$ cat src/rtl/nta_pkg.sv
package nta_pkg;

  // Field widths
  localparam int ID_W   = 32;
  localparam int POS_W  = 24;
  localparam int PL_W   = 64;
  localparam int TIME_W = 32;
  localparam int RSSI_W = 16;
  localparam int RAD_W  = 23;
  localparam int R2_W   = 2 * RAD_W;
  localparam int CNT_W  = 6;
  localparam int TOT_W  = 64;
  localparam int STAT_W = 3;
  localparam int HIT_W  = 6;

  localparam logic [HIT_W-1:0]  MAX_RES       = 6'd32;
  localparam logic [TIME_W-1:0] TIMEOUT_RESET = 32'd5000;

  // Operation codes
  localparam logic [1:0] MODE_UPSERT = 2'd0;
  localparam logic [1:0] MODE_AGE    = 2'd1;
  localparam logic [1:0] MODE_QUERY  = 2'd2;
  localparam logic [1:0] MODE_CLEAR  = 2'd3;

  // Result status codes
  localparam logic [STAT_W-1:0] ST_REPORT   = 3'd0;
  localparam logic [STAT_W-1:0] ST_UPSERTED = 3'd1;
  localparam logic [STAT_W-1:0] ST_FULL     = 3'd2;
  localparam logic [STAT_W-1:0] ST_AGED     = 3'd3;
  localparam logic [STAT_W-1:0] ST_CLEARED  = 3'd4;
  localparam logic [STAT_W-1:0] ST_NOMATCH  = 3'd5;

  typedef struct packed {
    logic [ID_W-1:0]          id;
    logic signed [POS_W-1:0]  x;
    logic signed [POS_W-1:0]  y;
    logic signed [POS_W-1:0]  z;
    logic [PL_W-1:0]          payload;
    logic [TIME_W-1:0]        seen;
    logic signed [RSSI_W-1:0] rssi;
  } entry_t;

  // Classified command; ent.seen carries now_time
  typedef struct packed {
    logic [1:0]      mode;
    entry_t          ent;
    logic [R2_W-1:0] r2;
  } cmd_t;

  typedef struct packed {
    logic [STAT_W-1:0] status;
    entry_t            ent;
    logic              last;
    logic [CNT_W-1:0]  count;
    logic [TOT_W-1:0]  obs;
    logic [TOT_W-1:0]  evi;
  } res_t;

endpackage

$ cat src/rtl/nta_front.sv
module nta_front (
  input  logic                           clk,
  input  logic                           rst_n,
  input  logic                           in_valid,
  output logic                           in_stall,
  input  logic [1:0]                     in_mode,
  input  logic [nta_pkg::ID_W-1:0]       in_node_id,
  input  logic signed [nta_pkg::POS_W-1:0] in_pos_x,
  input  logic signed [nta_pkg::POS_W-1:0] in_pos_y,
  input  logic signed [nta_pkg::POS_W-1:0] in_pos_z,
  input  logic [nta_pkg::PL_W-1:0]       in_payload,
  input  logic [nta_pkg::TIME_W-1:0]     in_now_time,
  input  logic signed [nta_pkg::RSSI_W-1:0] in_rssi_level,
  input  logic [nta_pkg::RAD_W-1:0]      in_search_radius,
  output logic                           q_valid,
  output nta_pkg::cmd_t                  q_cmd,
  input  logic                           q_pop
);
  import nta_pkg::*;

  cmd_t       slot_r [2];
  logic       wp_r, wp_nxt;
  logic       rp_r, rp_nxt;
  logic [1:0] cnt_r, cnt_nxt;
  logic       push, pop;
  cmd_t       cmd_in;
  logic [R2_W-1:0] rad_ext;

  // Classify the incoming item and square the radius once up front
  always_comb begin
    rad_ext            = {{(R2_W-RAD_W){1'b0}}, in_search_radius};
    cmd_in.mode        = in_mode;
    cmd_in.ent.id      = in_node_id;
    cmd_in.ent.x       = in_pos_x;
    cmd_in.ent.y       = in_pos_y;
    cmd_in.ent.z       = in_pos_z;
    cmd_in.ent.payload = in_payload;
    cmd_in.ent.seen    = in_now_time;
    cmd_in.ent.rssi    = in_rssi_level;
    cmd_in.r2          = rad_ext * rad_ext;
  end

  assign in_stall = (cnt_r == 2'd2);
  assign push     = in_valid && !in_stall;
  assign q_valid  = (cnt_r != 2'd0);
  assign pop      = q_pop && q_valid;
  assign q_cmd    = slot_r[rp_r];

  // Advance queue pointers
  always_comb begin
    wp_nxt  = push ? ~wp_r : wp_r;
    rp_nxt  = pop ? ~rp_r : rp_r;
    cnt_nxt = cnt_r + {1'b0, push} - {1'b0, pop};
  end

  always_ff @(posedge clk) begin
    if (!rst_n) begin
      wp_r  <= 1'b0;
      rp_r  <= 1'b0;
      cnt_r <= 2'd0;
    end else begin
      wp_r  <= wp_nxt;
      rp_r  <= rp_nxt;
      cnt_r <= cnt_nxt;
    end
  end

  // Hold queued commands
  always_ff @(posedge clk) begin
    if (push) begin
      slot_r[wp_r] <= cmd_in;
    end
  end

endmodule

$ cat config.mk
export PLATFORM = sky130hd
export DESIGN_NAME = nta_front
export DESIGN_NICKNAME = d
export VERILOG_FILES = /design/src/rtl/nta_pkg.sv /design/src/rtl/nta_front.sv
export SDC_FILE = /design/constraint.sdc
export NUM_CORES = 1
export LEC_CHECK = 0
export BUFFER_PORTS_ARGS = -buffer_cell sky130_fd_sc_hd__buf_2
export CORE_ASPECT_RATIO = 0.6
export CORE_MARGIN = 2
export CORE_UTILIZATION = 56
export CTS_BUF_LIST = sky130_fd_sc_hd__clkbuf_8
export CTS_CLUSTER_DIAMETER = 40
export DETAILED_ROUTE_END_ITERATION = 16
export GPL_TIMING_DRIVEN = 0
export PLACE_DENSITY = 0.9
export SLEW_MARGIN = 20
export SYNTH_ARGS = -nofsm -noshare
export SYNTH_HDL_FRONTEND = slang
export SYNTH_SLANG_ARGS = --single-unit
$ cat constraint.sdc
create_clock -name clk -period 29.4 [get_ports clk]
set_clock_uncertainty 0.05 [all_clocks]
set_input_delay 1.47 -clock clk [delete_from_list [all_inputs] [get_ports clk]]
set_output_delay 1.47 -clock clk [all_outputs]
set_load 0.01 [all_outputs]
==> metrics.md, run 1 <==
| Metric | Value |
|---|---|
| Initial DRC Count | 1923 |
| Die width | 323 µm |
| Non-filler cells, final | 4021 |
| Critical path endpoint category | flip-flop |
| Ys async rst share | 0% |
| Gr ovfl total | 0 |
| Row count | 70 |
| Vias | 22000 |
| RSZ-0062 raised after global routing | false |
| Reg2Reg Depth | 5 |
| Die area | 63300 µm² |
| Reg2Reg Capture Point | slot_r[1][239]$_DFFE_PP_ |
| Core area | 60700 µm² |
| First-pass GRT wire length | 135000 µm |
| Post-Synthesis Cells | 2515 |
| Tightest Pin Transition | 950 ps |
| Routability cong. | 0.986 |
| CTS root buffer | clkbuf_8 |
| Worst-path clk slew | 60 ps |
| Post-synthesis sequential area ratio | 46.4% |
| Mapped cell area | 34300 µm² |
| Fin crit period | 9240 ps |
| Top cell type's share of synthesized area | 46.1% |
| GRT Util Overall | 29.0% |
| Fin crit share | 31.4% |
| Cts hold-fix bufs | 0 |
| I/O pin count | 511 |
| Area leader, netlist | edfxtp_1 |
| CP required | 29700 ps |
| Max FO, Critical Path | 10 |
| Pin count of the biggest net entering global routing | 53 |
| Syn Nets | 3318 |
| Fillcell total | 4219 |
| Uppermost layer routed | met5 |
| TritonCTS clock tree | yes |
| Met2 routed WL | 41000 µm |
| Ys flop type | edfxtp_1 |
| Setup TNS | 0 ps |
| Met3 routed WL | 12500 µm |
| DRC | 0 |
| Synth-to-layout area growth | 16.1% |
| FMAX | 0.108 GHz |
| CTS Sinks | 531 |
| Initial core utilization | 56.5% |
| Yosys Warn Count | 0 |
| Avg Cell Area, Syn | 13.6 µm² |
| H-tree depth | 3 |
| Die Ht | 196 µm |
| Post-synth EDFFs | 526 |
| FF-to-FF setup slack | 26830 ps |
| Critical Path End | slot_r[1][44]$_DFFE_PP_ |
| Register area | 15900 µm² |
| Layout cell share with drive strength beyond 1 | 28.7% |
| Startpoint types | input pin |
| Worst EP arrival | 9540 ps |
| Final hold viol count | 0 |
| Outcome | complete, no violations |
| Most common cell in the netlist | edfxtp_1 |
| Antenna viol nets, final | 0 |
| Top cells by area, synth | edfxtp_1, fa_1, mux2_2, ha_1, inv_1 |
| Placed insts | 3868 |
| WS Path Type | in2reg |
| WL met1 | 35400 µm |
| Vias in the first global route | 22700 |
| WL final | 92700 µm |
| Area of the multi-input gates | 16100 µm² |
| Final setup fails | 0 |
| TritonCTS buffer count | 80 |
| Number of synthesized register bits | 531 |
| Port Buffers | 507 |
| Synth top cells by count | edfxtp_1, inv_1, fa_1 |
| Reg-to-Reg Start | cnt_r[0]$_SDFF_PN0_ |
| Crit. Startpoint | in_search_radius[7] |
| Clock buffer depth | 3 |
| Postcts setup bufs | 0 |
| Final HPWL DP | 72700 µm |
| Pre-antenna DRT Iters | 5 |
| Nets | 3925 |
| Max-cap viol count | 0 |
| Yosys cell types | 55 |
| Wire length per cell | 23.0 µm |
| Normalized max-slew margin | 36.6% |
| CTS resizes | 0 |
| Initial antenna violation count | 22 |
| Worst hold path class | reg2reg |
| Fin. max-slew vios | 0 |
| Worst-Skew Late Latency | 640 ps |
| Drt via density | 5.46 |
[cells in the final DEF (no fill, tap or decap), types with 6 or more instances in the layout]
cell type,netlist,layout
a21o_1,28,28
a21oi_1,51,51
a31oi_1,6,6
and2_1,107,107
buf_12,0,6
buf_16,0,12
buf_2,4,511
clkbuf_1,80,80
clkbuf_8,0,84
clkinv_1,0,7
diode_2,0,18
edfxtp_1,526,526
fa_1,385,385
ha_1,173,173
inv_1,504,533
mux2_2,265,265
nand2_1,160,160
nand2b_1,7,7
nand3_1,8,8
nand4_1,8,8
nor2_1,33,32
nor2b_1,12,12
nor3_1,8,8
o21a_1,8,8
o21ai_0,12,12
o21ai_1,6,6
o21bai_1,11,11
xnor2_1,36,36
xor2_1,20,20
[critical path, stage by stage]
cell	delay (ps)
buf_2	170
clkbuf_1	600
clkbuf_1	750
nand2_1	200
fa_1	700
inv_1	90
fa_1	480
fa_1	420
fa_1	520
fa_1	610
fa_1	470
fa_1	570
ha_1	340
buf_4	150
and4_4	250
nand3_2	90
or3_4	400
o221a_4	300
o21a_1	230
nor3_1	320
o221ai_1	210
xnor2_1	180
[how the worst min path moves through the flow]
stage / start / to / cells past startpoint
final: rp_r$_SDFFE_PN0P_ / rp_r$_SDFFE_PN0P_ / 2
after global routing: rp_r$_SDFFE_PN0P_ / flip-flop / 2
after CTS: rp_r$_SDFFE_PN0P_ / rp_r$_SDFFE_PN0P_ / 2
after detailed placement: rp_r$_SDFFE_PN0P_ / rp_r$_SDFFE_PN0P_ / 2
after global placement: rp_r$_SDFFE_PN0P_ / rp_r$_SDFFE_PN0P_ / 2
after floorplan: rp_r$_SDFFE_PN0P_ / flip-flop / 2
[layout make-up]
cell class | count | share of cell area [%]
clock buffers | 84 | 2.91
plain buffers | 89 | 0.899
repair buffers | 525 | 7.51
well taps | 828 | 2.60
inverters | 504 | 4.75
clock inverters | 51 | 0.717
multi-input cells | 1391 | 40.6
diodes | 18 | 0.113
flip-flops and latches | 531 | 39.9
[through the flow]
stage | area, µm² | setup slack (ps) | hold WS [ps] | utilization, %
after floorplan | 34300 | 15950 | 454 | -
after global placement | 37800 | 10460 | 470 | 62.4
after detailed placement | 38300 | 19780 | 484 | 63.1
after CTS | 39800 | 20460 | 499 | 65.5
after global routing | 39800 | 20040 | 540 | 65.5
final | 39800 | 20160 | 499 | 65.6
[logic make-up (layout without fill, tap and decap cells)]
kind of cell	after synthesis	after routing	synth area share (%)
adders and majority gates	558	558	28.8
AOI/OAI and AO/OA	148	148	2.85
DFF	531	531	46.4
and+or+nand+nor	362	362	5.22
muxes	266	266	8.74
xor gates and xnor gates	56	56	1.43
buffers and inverters	593	1253	6.56
other	1	19	0.0109
[sequential cells by signal, summed over array words and instances (netlist names), named ones only]
signal  cells
cnt_r       2
wp_r        1
rp_r        1
slot_r    526
[layer usage]
layer / vias up / track usage [%]
met2: 1280 / 42.8
met5: - / 0
met1: 10900 / 37.3
li1: 9521 / -
met4: 8 / 12.0
met3: 208 / 13.1
Power of run 1 is not shown: default switching activity piles up to over one toggle a cycle in this logic, so the estimate is an artifact.
==> run 2: changes to the inputs <==
Clock period 29.4 ns to 9.5 ns, I/O delays scaled along.
==> run 2 against run 1 <==
Compared with the run above: core utilization rose by 3.5 points; largest cell class unchanged; die area unchanged; count of clock-buffer cells in the layout down 3; worst setup slack got worse by 19000 ps; worst hold slack got worse by 450 ps.
==> metrics.md, run 2 (synthesized netlist as in run 1, its figures left out) <==
| Metric | Value |
|---|---|
| Vias in the first global route | 24900 |
| Nets | 4141 |
| TritonCTS buffer count | 81 |
| Layout cell share with drive strength beyond 1 | 26.7% |
| Pin count of the biggest net entering global routing | 56 |
| I/O pin count | 511 |
| Final HPWL DP | 73300 µm |
| Gr ovfl total | 0 |
| Fin. max-slew vios | 0 |
| Startpoint types | input pin |
| Core area | 60700 µm² |
| Worst EP arrival | 8640 ps |
| Drt via density | 5.53 |
| Die area | 63300 µm² |
| RSZ-0062 raised after global routing | false |
| H-tree depth | 3 |
| CP required | 9820 ps |
| Commonest non-fill, non-tap cell in the layout | inv_1 |
| Normalized max-slew margin | 26.0% |
| Wire length per cell | 24.6 µm |
| Max-cap viol count | 0 |
| Worst-path clk slew | 60 ps |
| First-pass GRT wire length | 153000 µm |
| Die width | 323 µm |
| Die Ht | 196 µm |
| Critical path endpoint category | flip-flop |
| Postcts setup bufs | 0 |
| CTS resizes | 0 |
| Cts hold-fix bufs | 218 |
| Hold depth | 2 |
| GRT Util Overall | 32.9% |
| CTS Sinks | 531 |
| Antenna viol nets, final | 0 |
| Pre-antenna DRT Iters | 7 |
| Port Buffers | 507 |
| Synth-to-layout area growth | 22.3% |
| Largest register FFs | 526 |
| Initial DRC Count | 2296 |
| Initial antenna violation count | 5 |
| Reg2Reg Depth | 6 |
| Fin crit share | 87.5% |
| DRC | 0 |
| Final hold viol count | 0 |
| Row count | 70 |
| Most flop-heavy register | slot_r |
| FMAX | 0.120 GHz |
| Fin crit period | 8320 ps |
| Worst Slack Setup Final | 1180 ps |
| Largest regs | slot_r x526, cnt_r x2 |
| Worst-Skew Late Latency | 650 ps |
| Clock buffer depth | 3 |
| Max FO, Critical Path | 10 |
| WS Path Type | in2reg |
| Final setup fails | 0 |
| Outcome | complete, no violations |
| Most frequent cells in the layout | inv_1, edfxtp_1, buf_2 |
| Utilization after layout | 69.0% |
| Routability cong. | 1.01 |
| Tightest Pin Transition | 1110 ps |
| Worst hold path class | in2reg |
| Worst hold slack | 46.8 ps |
| Initial core utilization | 56.5% |
| CTS root buffer | clkbuf_8 |
| Placement Setup Slack | 752 ps |
| Vias | 23400 |
| TritonCTS clock tree | yes |
| WL final | 104000 µm |
run 2: cell types whose count changed in the layout (fill, tap and decap cells not counted), sizes merged:
| cell | delta |
|---|---|
| dlygate4sd3 | +218 |
| inv | -3 |
| clkbuf | -3 |
| clkinv | +18 |
| bufinv | +2 |
| clkinvlp | -1 |
| buf | -3 |
| diode | -11 |
run 2: final timing paths:
kind	start	endpoint	slack, ps
worst max-delay path	in_search_radius[7]	slot_r[1][44]$_DFFE_PP_	1180
worst min-delay path	rst_n	wp_r$_SDFFE_PN0P_	50
worst max register to register	cnt_r[0]$_SDFF_PN0_	slot_r[1][210]$_DFFE_PP_	6580
worst min register to register	rp_r$_SDFFE_PN0P_	flip-flop	510
run 2: cell type report:
class	instances	area, µm²
flip-flops and latches	531	15900
repair buffers	740	5050
inverters	504	1890
well taps	828	1040
diodes	7	17.5
clock inverters	67	402
clock buffers	81	1110
fillers	3939	18800
multi-input cells	1391	16100
plain buffers	89	358
run 2: routing by layer:
| layer | up-vias | part of all wire [%] | track usage [%] |
|---|---|---|---|
| met5 | - | 0.0086 | 0 |
| li1 | 9939 | - | - |
| met2 | 1593 | 45 | 49.9 |
| met1 | 11600 | 38 | 41.8 |
| met4 | 2 | 5.0 | 15.2 |
| met3 | 302 | 13 | 13.0 |
run 2: worst max-delay path, cell delays in order:
cell and delay [ps]:
buf_2 160, clkbuf_1 620, clkbuf_1 750, nand2_1 210
fa_1 670, inv_1 80, fa_1 530, fa_1 440
fa_1 450, fa_1 510, fa_1 600, fa_1 520
ha_1 340, buf_4 160, and4_4 250, nand3_2 90
or3_4 400, o221a_4 290, o21a_1 210, nor3_1 370
o221ai_1 270, xnor2_1 210
run 2: metrics by stage:
stage | instance area, µm² | instances | setup TNS, ps
floorplan | 34300 | 2515 | 0
CTS | 41900 | 4231 | 0
global placement | 37800 | 3850 | -644910
global route | 41900 | 4236 | 0
detailed placement | 38200 | 3865 | 0
finish | 41900 | 4238 | 0
Power of run 2 is left out for the same reason.
